<file path="config.mk">
export PLATFORM = sky130hd
export DESIGN_NAME = mwvs_ctrl
export DESIGN_NICKNAME = d
export VERILOG_FILES = /design/src/design/mwvs_pkg.sv /design/src/design/mwvs_ctrl.sv
export SDC_FILE = /design/constraint.sdc
export NUM_CORES = 1
export LEC_CHECK = 0
export BUFFER_PORTS_ARGS = -buffer_cell sky130_fd_sc_hd__clkbuf_2
export CORE_MARGIN = 1
export CORE_UTILIZATION = 45
export DETAILED_ROUTE_END_ITERATION = 12
export HOLD_SLACK_MARGIN = 0.08
export PLACE_DENSITY = 0.67
export SLEW_MARGIN = 20
export SYNTH_ARGS = -nofsm -noshare
export SYNTH_HDL_FRONTEND = slang
export SYNTH_SLANG_ARGS = --single-unit
</file>
<file path="constraint.sdc">
create_clock -name clk -period 6.3 [get_ports clk]
set_input_delay 1.575 -clock clk [delete_from_list [all_inputs] [get_ports clk]]
set_output_delay 1.575 -clock clk [all_outputs]
set_load 0.02 [all_outputs]
</file>
<file path="src/design/mwvs_pkg.sv">
// mwvs_pkg: shared types and constants for the mass window vote scorer
// used by mwvs_ctrl, mwvs_dpath and the top level
`timescale 1ns / 1ps
package mwvs_pkg;

  // request codes
  localparam logic [2:0] REQ_LOAD_COL   = 3'd0;
  localparam logic [2:0] REQ_LOAD_ENTRY = 3'd1;
  localparam logic [2:0] REQ_CLEAR      = 3'd2;
  localparam logic [2:0] REQ_FRAG       = 3'd3;
  localparam logic [2:0] REQ_PREC       = 3'd4;
  localparam logic [2:0] REQ_READ       = 3'd5;

  // configuration register indexes
  localparam logic [1:0] CFG_COLUMN_COUNT    = 2'd0;
  localparam logic [1:0] CFG_MASS_SHIFT      = 2'd1;
  localparam logic [1:0] CFG_START_ITEM      = 2'd2;
  localparam logic [1:0] CFG_PRECURSOR_SCORE = 2'd3;

  localparam logic [14:0] SCORE_MAX = 15'h7FFF;

  // commands from controller to datapath
  typedef struct packed {
    logic capture;     // latch the accepted item
    logic decode;      // loads and query window setup
    logic walk_start;  // take entry range bounds
    logic rmw;         // write raised score, advance entry
    logic skip_entry;  // advance entry without raise
    logic clear_init;  // restart clearing counter
    logic clear_step;  // write zero, advance counter
    logic finish;      // load output register
  } cmd_t;

  // status from datapath to controller
  typedef struct packed {
    logic [2:0] req;
    logic       skip;
    logic       walk_more;
    logic       row_ok;
    logic       clear_last;
    logic       out_busy;
  } stat_t;

endpackage

</file>
<file path="src/design/mwvs_ctrl.sv">
// mwvs_ctrl: request sequencer for the mass window vote scorer
// depends on mwvs_pkg
`timescale 1ns / 1ps
module mwvs_ctrl (
  input  logic           clk,
  input  logic           rst,
  input  logic           in_xfer,
  output logic           idle,
  input  mwvs_pkg::stat_t st,
  output mwvs_pkg::cmd_t  cmd
);
  import mwvs_pkg::*;

  typedef enum logic [9:0] {
    S_IDLE   = 10'b0000000001,
    S_DECODE = 10'b0000000010,
    S_RANGE  = 10'b0000000100,
    S_LOAD   = 10'b0000001000,
    S_ENTRY  = 10'b0000010000,
    S_ROW    = 10'b0000100000,
    S_RMW    = 10'b0001000000,
    S_RDWAIT = 10'b0010000000,
    S_CLEAR  = 10'b0100000000,
    S_DONE   = 10'b1000000000
  } state_t;

  state_t state, state_next;
  logic   clr_reply, clr_reply_next;

  assign idle = (state == S_IDLE);

  // next state and commands
  always_comb begin
    state_next     = state;
    clr_reply_next = clr_reply;
    cmd            = '0;
    case (state)
      S_IDLE: begin
        if (in_xfer) begin
          cmd.capture = 1'b1;
          state_next  = S_DECODE;
        end
      end
      S_DECODE: begin
        cmd.decode = 1'b1;
        case (st.req)
          REQ_CLEAR: begin
            cmd.clear_init = 1'b1;
            clr_reply_next = 1'b1;
            state_next     = S_CLEAR;
          end
          REQ_FRAG, REQ_PREC: state_next = st.skip ? S_DONE : S_RANGE;
          REQ_READ: state_next = S_RDWAIT;
          default: state_next = S_DONE;
        endcase
      end
      S_RANGE: state_next = S_LOAD;
      S_LOAD: begin
        cmd.walk_start = 1'b1;
        state_next     = S_ENTRY;
      end
      S_ENTRY: state_next = st.walk_more ? S_ROW : S_DONE;
      S_ROW: begin
        if (st.row_ok) begin
          state_next = S_RMW;
        end else begin
          cmd.skip_entry = 1'b1;
          state_next     = S_ENTRY;
        end
      end
      S_RMW: begin
        cmd.rmw    = 1'b1;
        state_next = S_ENTRY;
      end
      S_RDWAIT: state_next = S_DONE;
      S_CLEAR: begin
        cmd.clear_step = 1'b1;
        if (st.clear_last) state_next = clr_reply ? S_DONE : S_IDLE;
      end
      S_DONE: begin
        if (!st.out_busy) begin
          cmd.finish = 1'b1;
          state_next = S_IDLE;
        end
      end
      default: state_next = S_IDLE;
    endcase
  end

  // state register, reset runs the clearing pass
  always_ff @(posedge clk) begin
    if (rst) begin
      state     <= S_CLEAR;
      clr_reply <= 1'b0;
    end else begin
      state     <= state_next;
      clr_reply <= clr_reply_next;
    end
  end

endmodule

</file>
==> summary.md, run 1 <==
| Metric | Value |
|---|---|
| DRC viols | `0` |
| Synth Flop Type | `dfxtp_1` |
| Synth Cell Area | `762 um2` |
| Sequential fraction of the synthesis area | `28.9%` |
| Sink Count | `11` |
| Setup CP Type | `in2out` |
| Post-route cell area | `885 um2` |
| Post-Route WL | `1760 um` |
| Tightest Pin Transition | `0.576 ns` |
| Syn-to-layout area delta | `16.1%` |
| Combinational family with the most area after synthesis | `simple AND/OR/NAND/NOR gates` |
| Crit path capture type | `primary output` |
| EDFF count, synth | `0` |
| CTS tree | `done` |
| Filler instances | `148` |
| Wire length of the first global-routing pass | `3090 um` |
| Final nets | `126` |
| Yosys cell types | `43` |
| Worst slew margin | `61.3%` |
| Total power | `0.160 mW` |
| Clock latency on the worst-skew pair | `0.28 ns` |
| GR Util met1 | `26.1%` |
| GRT overflow | `0` |
| Fin cells | `130` |
| Vias per inst | `5.87` |
| Row cnt | `14` |
| Vias | `763` |
| Starting Density | `49.4%` |
| Yosys warnings | `0` |
| Number of port buffers | `19` |
| Post-Synth XOR/XNOR Area | `2.30%` |
| Ys async rst share | `0%` |
| Final min period | `3.98 ns` |
| Hold crit path type | `reg2reg` |
| M2 GR Usage | `37.3%` |
| Boundary pin count | `20` |
| Area share of and/or/nand/nor cells after synthesis | `46.8%` |
| Vias in the first global route | `725` |
| Antenna-violating nets left | `0` |
| Worst Skew | `0.00634 ns` |
| CP Max Fanout | `4` |
| Crit path DAT | `2.40 ns` |
| Most frequent cells in the layout | `clkbuf_2 (19), dfxtp_1 (11), nor2_1 (10), inv_1 (7), nand2_1 (7)` |
| # setup viols final | `0` |
| Dpl cells | `126` |
| Routability cong. | `0.861` |
| Final period util | `63.1%` |
| DRT Pass-1 Iters | `4` |
| Util after Layout | `57.4%` |
| Critical Path Source Type | `primary input` |
| Global-route usage over all layers | `22.1%` |
| Max Slew Vio Count | `0` |
| Die Span Y | `43.2 um` |
| Commonest non-fill, non-tap cell in the layout | `clkbuf_2` |
| Mux share of post-synthesis cell area | `1.31%` |
| Peak supply drop | `0.000161 V` |
| Antenna Cells | `0` |
| Final Hold Fails | `0` |
| Met3 Use GR | `7.66%` |
| Compound-gate portion of the synthesized area | `14.6%` |
| Die width | `43.2 um` |
| Clock root buffer | `clkbuf_4` |
| Layout cells sized above 1 | `28.9%` |
| Busiest grt layer | `met2` |
| Peak Freq | `251 MHz` |
| Die Footprint | `0.00186 mm2` |
| Syn_nets | `105` |
| Post-synthesis register bit count | `11` |
| Max Cap Viol | `0` |
| Largest net degree at the start of global routing | `11` |
| Post-CTS Setup Inserts | `0` |
| Num CTS Buffers | `3` |
| Placement Cell Area | `857 um2` |
| CTS resizes | `0` |
| Reg clk slew, reported paths | `0.07 ns` |
| Setup TNS | `0 ns` |
| CP required | `4.72 ns` |
| DRT iter0 DRCs | `26` |
| DR WL/cell | `13.5 um` |
| RSZ-0062 raised after global routing | `false` |
| Cells after Synth | `94` |
| Core area | `0.00154 mm2` |
| Post-CTS Hold Buffers | `0` |
| Pwr per Cell Area | `181 mW/mm2` |
| H-tree levels | `1` |
| Mean Syn Cell Area | `8.11 um2` |
| LEAKAGE | `0.377 nW` |
| Adder-cell share of the synthesized area | `0%` |
| Status | `finished clean` |
| Initial antenna violation count | `0` |
| CTS Buffer Depth | `2` |
| Post-DP HPWL | `1360 um` |
## synthesized netlist by cell type (2+ instances only)
library cell | n | area share, %
dfxtp_1 | 11 | 29
nor4_1 | 6 | 4.9
or4_4 | 2 | 3.0
and2_1 | 2 | 1.6
o21ai_0 | 2 | 1.3
nand3_1 | 2 | 1.3
nor2_1 | 10 | 4.9
nand2_1 | 7 | 3.4
a21oi_1 | 2 | 1.3
nand2b_1 | 5 | 4.1
inv_1 | 7 | 3.4
nor3_1 | 3 | 2.0
nor2b_1 | 2 | 1.6
nor4b_1 | 4 | 4.6
## state kept, by name, summed over array words and instances, names as in the netlist
signal     cells
clr_reply      1
state         10
## worst paths after layout
check / from / to / slack, ns / cells after the start
min: clr_reply$_SDFFE_PP0P_ / clr_reply$_SDFFE_PP0P_ / 0.51 / 2
min reg2reg: clr_reply$_SDFFE_PP0P_ / clr_reply$_SDFFE_PP0P_ / 0.51 / 2
max reg2reg: state[8]$_SDFFE_PP1P_ / state[3]$_SDFFE_PP0P_ / 4.42 / 5
max: st[7] / cmd[2] / 2.32 / 5
## worst max-delay path, cell delays in order
cell	delay [ns]
clkbuf_2	0.11
nand2b_1	0.16
or3_4	0.35
inv_1	0.06
clkbuf_2	0.15
## per-stage QoR
stage	setup slack (ns)	hold WS, ns
2_1_floorplan	2.44	0.450
3_3_place_gp	2.34	0.508
3_5_place_dp	2.33	0.497
4_1_cts	2.32	0.509
5_1_grt	2.27	0.546
6_report	2.32	0.507
## cell type report
cell class | count | area [um2] | share of cell area, %
multi-input combinational | 73 | 495 | 56.0
sequential | 11 | 220 | 24.9
timing repair buffer | 19 | 95.1 | 10.7
inverter | 7 | 26.3 | 2.97
clock buffer | 3 | 22.5 | 2.55
tap | 16 | 20.0 | 2.26
clock inverter | 1 | 5.00 | 0.566
## where the power goes
part	switching [mW]	total, mW	internal [mW]	leakage, nW
registers	0.00372	0.0750	0.0713	0.0893
logic	0.0204	0.0342	0.0139	0.270
clock network	0.0270	0.0506	0.0235	0.0177
total	0.0511	0.160	0.109	0.377
## per-layer routing
layer	vias to the layer above	wire, um
met5	-	0
met4	0	10
met3	2	72
met2	16	862
met1	351	809
li1	394	-
## logic make-up after synthesis
logic type,Yosys count
mux,1
flops,11
simple gates,55
compound gates,15
xor+xnor,2
buf+inv,10
(Power assumes the default switching activity.)
==> inputs of run 2 (changes only) <==
--- a/config.mk
+++ b/config.mk
@@ -5,6 +5,7 @@
 export SDC_FILE = /design/constraint.sdc
 export NUM_CORES = 1
 export LEC_CHECK = 0
+export ABC_AREA = 1
 export BUFFER_PORTS_ARGS = -buffer_cell sky130_fd_sc_hd__clkbuf_2
 export CORE_MARGIN = 1
 export CORE_UTILIZATION = 45
==> constraint.sdc (replaced) <==
create_clock -name clk -period 4.05 [get_ports clk]
set_input_delay 1.0125 -clock clk [delete_from_list [all_inputs] [get_ports clk]]
set_output_delay 1.0125 -clock clk [all_outputs]
set_load 0.02 [all_outputs]
==> run 2 against run 1 <==
Combinational power up 130%. Die area up 0.79%. Clock power up 54%. Register-to-register slack worse by 1.8 ns. Area after synthesis up 0.82%. Final cell count up 21%. Largest power group unchanged. Flip-flop and latch count unchanged. The run now ends with DRC left. Non-clock buffer count unchanged.
==> summary.md, run 2 <==
| Metric | Value |
|---|---|
| Status | `finished with violations` |
| Failing checks | `DRC` |
| Worst slew margin | `83.2%` |
| Filler instances | `161` |
| Multi-input gate area | `458 um2` |
| Routability cong. | `0.781` |
| Peak Freq | `380 MHz` |
| Cells after Synth | `119` |
| Worst Skew | `0.00128 ns` |
| Die Span Y | `43.3 um` |
| Power share of the clock group | `28.9%` |
| Largest net degree at the start of global routing | `12` |
| Synth Cell Area | `768 um2` |
| Initial antenna violation count | `0` |
| Peak supply drop | `0.000169 V` |
| Post-Route WL | `1630 um` |
| Die width | `43.3 um` |
| Num CTS Buffers | `3` |
| Biggest register | `state` |
| Switching power total | `0.0945 mW` |
| Compound-gate portion of the synthesized area | `5.05%` |
| Number of port buffers | `19` |
| Final min period | `2.63 ns` |
| Vias in the first global route | `687` |
| Post-Synth XOR/XNOR Area | `0%` |
| Critical Path Source Type | `primary input` |
| Pwr per Cell Area | `298 mW/mm2` |
| Sink Count | `11` |
| DRT iter0 DRCs | `12` |
| Clock root buffer | `clkbuf_4` |
| Antenna-violating nets left | `0` |
| Max Slew Vio Count | `0` |
| Reg clk slew, reported paths | `0.07 ns` |
| Syn-to-layout area delta | `17.9%` |
| CTS resizes | `0` |
| Hold crit path type | `reg2reg` |
| Antenna Cells | `0` |
| Top cells by area, synth | `dfxtp_1 (29%), nor2_1 (11%), nand2_1 (10%), inv_1 (9.8%), nor2_4 (8.8%)` |
| Wire length of the first global-routing pass | `2770 um` |
| Core area | `0.00156 mm2` |
| Commonest non-fill, non-tap cell in the layout | `nor2_1` |
| Vias | `771` |
| Area leader, netlist | `dfxtp_1` |
| Clock latency on the worst-skew pair | `0.27 ns` |
| Placement Cell Area | `880 um2` |
| Layout cells sized above 1 | `31.2%` |
| CP max-delay cell | `clkbuf_2` |
| Post-synthesis register bit count | `11` |
| Crit path capture type | `primary output` |
| CTS tree | `done` |
| Yosys cell types | `22` |
| Crit path cell chain | `clkbuf_2 > inv_1 > nor2_1 > nand2_1 > nor2_2 > clkbuf_2` |
| Setup TNS | `0 ns` |
| Tightest Pin Transition | `0.252 ns` |
| Largest regs | `state: 10 flops, clr_reply: 1 flops` |
| CTS Buffer Depth | `2` |
| DRT Pass-1 Iters | `8` |
| H-tree levels | `1` |
| LEAKAGE | `0.493 nW` |
| Post-CTS Setup Inserts | `0` |
| Post-route cell area | `906 um2` |
| Max Cap Viol | `0` |
| Crit path launch | `st[6]` |
| Sequential Area | `220 um2` |
| Worst R2R Start | `state[4]$_SDFFE_PP0P_` |
| Max reg flops | `10` |
| # setup viols final | `0` |
| Final Hold Fails | `0` |
| CP required | `3.04 ns` |
| Most frequent cells in the layout | `nor2_1 (22), nand2_1 (21), inv_1 (20), clkbuf_2 (19), dfxtp_1 (11)` |
| Dpl cells | `153` |
| Setup CP Type | `in2out` |
| Top post-synthesis cells by count | `nor2_1 (22), nand2_1 (21), inv_1 (20), dfxtp_1 (11)` |
| Synth Flop Type | `dfxtp_1` |
| CP max stage delay | `0.18 ns` |
| DR WL/cell | `10.4 um` |
| EDFF count, synth | `0` |
| Final nets | `153` |
| Boundary pin count | `20` |
| Fin Hold WS | `0.516 ns` |
| CP Max Fanout | `4` |
| Post-DP HPWL | `1290 um` |
| Fin cells | `157` |
| Top-count cell post-synth | `nor2_1` |
| DRC viols | `2` |
| Row cnt | `14` |
| Sequential fraction of the synthesis area | `28.7%` |
| Internal power | `0.175 mW` |
| Area share of and/or/nand/nor cells after synthesis | `54.6%` |
| Starting Density | `49.3%` |
| Sw Ratio | `35.1%` |
| Final period util | `65.1%` |
| Adder-cell share of the synthesized area | `0%` |
| RSZ-0062 raised after global routing | `false` |
| Vias per inst | `4.91` |
| Ys async rst share | `0%` |
| Syn_nets | `130` |
| Seq pwr share | `42.5%` |
| Global-route usage over all layers | `20.1%` |
| Worst hold start | `clr_reply$_SDFFE_PP0P_` |
| Mux share of post-synthesis cell area | `0%` |
| Mean Syn Cell Area | `6.46 um2` |
| Crit path DAT | `1.62 ns` |
| Cell mode on critical path | `clkbuf_2` |
| Yosys warnings | `0` |
| Top cell type's share of synthesized area | `28.7%` |
| Comb pwr share | `28.6%` |
| Combinational family with the most area after synthesis | `simple AND/OR/NAND/NOR gates` |
| GRT overflow | `0` |
| Post-CTS Hold Buffers | `0` |
| Die Footprint | `0.00188 mm2` |
==> run 2: metrics by stage <==
step	power, mW	worst slack, ns	util (%)
after CTS	0.268	1.41	58.1
after detailed placement	0.194	1.41	56.4
after floorplan	0.175	1.58	-
after global placement	0.192	1.43	56.4
after global routing	0.285	1.34	58.1
final	0.270	1.42	58.1
==> run 2: worst paths after layout <==
path,endpoint,slack [ns],cells after the start
max,cmd[2],1.42,6
min,clr_reply$_SDFFE_PP0P_,0.52,2
max reg2reg,state[0]$_SDFFE_PP0P_,2.65,8
min reg2reg,clr_reply$_SDFFE_PP0P_,0.52,2
==> run 2: final cells by class <==
cell class,instances,area share (%)
multi-input combinational,84,50.6
inverter,23,9.53
sequential,11,24.3
tap,16,2.21
timing repair buffer,19,10.5
clock buffer,4,2.90
==> run 2: logic make-up (layout without fill, tap and decap cells) <==
kind of cell    count (synthesis)  count (layout)
compound gates                  7               7
buf+inv                        24              46
flops                          11              11
simple gates                   77              77
==> run 2: per-layer routing <==
layer / vias to the layer above / global-route usage, % / routed length (um)
met5: - / 0 / 0
met4: 0 / 11.3 / 33
met3: 5 / 2.55 / 57
met2: 15 / 32.7 / 723
met1: 345 / 25.3 / 814
li1: 406 / - / -
==> run 2: critical path, delay by kind of cell <==
kind / cells / cell delay [ns]
AND/OR/NAND/NOR: 3 / 0.29
buffers and inverters: 3 / 0.32
==> run 2: power groups by stage <==
stage                     Clock, mW  Combinational [mW]  Sequential [mW]
after floorplan                   0              0.0582            0.117
after global placement            0              0.0750            0.117
after detailed placement          0              0.0769            0.117
after CTS                    0.0766              0.0772            0.114
after global routing         0.0831              0.0864            0.115
final                        0.0779              0.0770            0.115
==> inputs of run 3 (changes only) <==
==> constraint.sdc (replaced) <==
create_clock -name clk -period 2.5 [get_ports clk]
set_input_delay 0.625 -clock clk [delete_from_list [all_inputs] [get_ports clk]]
set_output_delay 0.625 -clock clk [all_outputs]
set_load 0.02 [all_outputs]
==> run 3 against run 2 <==
The run still ends with DRC left. Final cell count unchanged. Non-clock buffer count unchanged. Critical path depth unchanged. Largest cell class unchanged. Sequential share of layout area unchanged. Critical endpoint unchanged. Clock-buffer cell count unchanged. Via count increased by 1.0%. Register-to-register slack lost 1.5 ns. Worst hold slack got worse by 0.010 ns. Final area is the same. Combinational power increased by 61%.
==> summary.md, run 3 (synthesis results as in run 2) <==
| Metric | Value |
|---|---|
| Filler instances | `155` |
| CP max-delay cell | `dfxtp_1` |
| # setup viols final | `0` |
| Post-Route WL | `1580 um` |
| Initial antenna violation count | `0` |
| CTS resizes | `0` |
| Setup TNS | `0 ns` |
| Clock latency on the worst-skew pair | `0.27 ns` |
| Die width | `43.3 um` |
| Placement Cell Area | `880 um2` |
| Routability cong. | `0.783` |
| Vias per inst | `4.96` |
| Dpl cells | `153` |
| Die Footprint | `0.00188 mm2` |
| CP Max Fanout | `5` |
| Final nets | `153` |
| Wire length of the first global-routing pass | `2680 um` |
| Pwr per Cell Area | `482 mW/mm2` |
| Status | `finished with violations` |
| CP required | `1.88 ns` |
| Largest net degree at the start of global routing | `12` |
| Post-DP HPWL | `1290 um` |
| Crit path cell chain | `nor2_4 > nand2_4 > nor3_4 > inv_2 > nor2_2 > clkbuf_2` |
| Fin cells | `157` |
| Peak supply drop | `0.000336 V` |
| Max reg flops | `10` |
| Final min period | `2.10 ns` |
| Reg clk slew, reported paths | `0.07 ns` |
| Post-CTS Hold Buffers | `0` |
| Setup CP Type | `reg2out` |
| Boundary pin count | `20` |
| Antenna Cells | `0` |
| Number of port buffers | `19` |
| Pre-CTS setup slack | `0.621 ns` |
| Final period util | `84.0%` |
| Die Span Y | `43.3 um` |
| Core area | `0.00156 mm2` |
| Crit path DAT | `1.47 ns` |
| Global-route usage over all layers | `19.8%` |
| Failing checks | `DRC` |
| Biggest register | `state` |
| Num CTS Buffers | `3` |
| Starting Density | `49.3%` |
| Syn-to-layout area delta | `17.9%` |
| Max Slew Vio Count | `0` |
| Sink Count | `11` |
| Row cnt | `14` |
| Crit path capture type | `primary output` |
| DRT Pass-1 Iters | `8` |
| RSZ-0062 raised after global routing | `false` |
| Total power | `0.437 mW` |
| Vias in the first global route | `658` |
| Hold crit path type | `reg2reg` |
| Critical Path Source Type | `flip-flop` |
| Tightest Pin Transition | `0.236 ns` |
| Layout cells sized above 1 | `31.2%` |
| CTS Buffer Depth | `2` |
| GRT overflow | `0` |
| Max Cap Viol | `0` |
| Worst slew margin | `84.2%` |
| Peak Freq | `476 MHz` |
| Reg2Reg Depth | `8` |
| Worst Skew | `0.000311 ns` |
| Antenna-violating nets left | `0` |
| Largest regs | `state: 10 flops, clr_reply: 1 flops` |
| Setup ws final | `0.400 ns` |
| LEAKAGE | `0.493 nW` |
| Post-route cell area | `906 um2` |
| Clock root buffer | `clkbuf_4` |
| Commonest non-fill, non-tap cell in the layout | `nor2_1` |
| DRC viols | `2` |
| Final Hold Fails | `0` |
| Hold path depth | `2` |
| DRT iter0 DRCs | `20` |
| CP max stage delay | `0.35 ns` |
| CTS tree | `done` |
| Most frequent cells in the layout | `nor2_1 (22), nand2_1 (21), inv_1 (20), clkbuf_2 (19), dfxtp_1 (11)` |
| H-tree levels | `1` |
| DR WL/cell | `10.1 um` |
| Vias | `779` |
| Post-CTS Setup Inserts | `0` |
## run 3: power breakdown
part | switching [mW] | internal [mW] | total [mW]
combinational | 0.0839 | 0.0404 | 0.124
clock | 0.0654 | 0.0619 | 0.127
sequential | 0.00415 | 0.181 | 0.185
## run 3: final timing paths
check | start | to | slack (ns)
hold reg to reg | clr_reply$_SDFFE_PP0P_ | clr_reply$_SDFFE_PP0P_ | 0.51
hold / removal | clr_reply$_SDFFE_PP0P_ | clr_reply$_SDFFE_PP0P_ | 0.51
setup / recovery | state[4]$_SDFFE_PP0P_ | cmd[2] | 0.40
setup reg to reg | state[4]$_SDFFE_PP0P_ | state[0]$_SDFFE_PP0P_ | 1.13
## run 3: critical path, delay by kind of cell (launching register included)
kind	cells	cell delay, ns
and+or+nand+nor	4	0.58
DFF	1	0.35
buffers and inverters	2	0.25
## run 3: area by class of cell
type / count / area, um2 / share of cell area (%)
Multi-Input combinational cell: 84 / 458 / 50.6
Sequential cell: 11 / 220 / 24.3
Timing Repair Buffer: 19 / 95.1 / 10.5
Inverter: 23 / 86.3 / 9.53
Clock buffer: 4 / 26.3 / 2.90
Tap cell: 16 / 20.0 / 2.21
## run 3: through the flow
step | util [%] | hold slack (ns)
floorplan | - | 0.476
global placement | 56.4 | 0.497
detailed placement | 56.4 | 0.495
CTS | 58.1 | 0.506
global route | 58.1 | 0.539
finish | 58.1 | 0.506
## run 3: routing by layer
| metal | routed length, um | global-route usage, % | vias up |
|---|---|---|---|
| li1 | - | - | 413 |
| met1 | 721 | 23.4 | 340 |
| met2 | 756 | 33.0 | 22 |
| met3 | 76 | 6.38 | 4 |
| met4 | 25 | 7.50 | 0 |
| met5 | 0 | 0 | - |
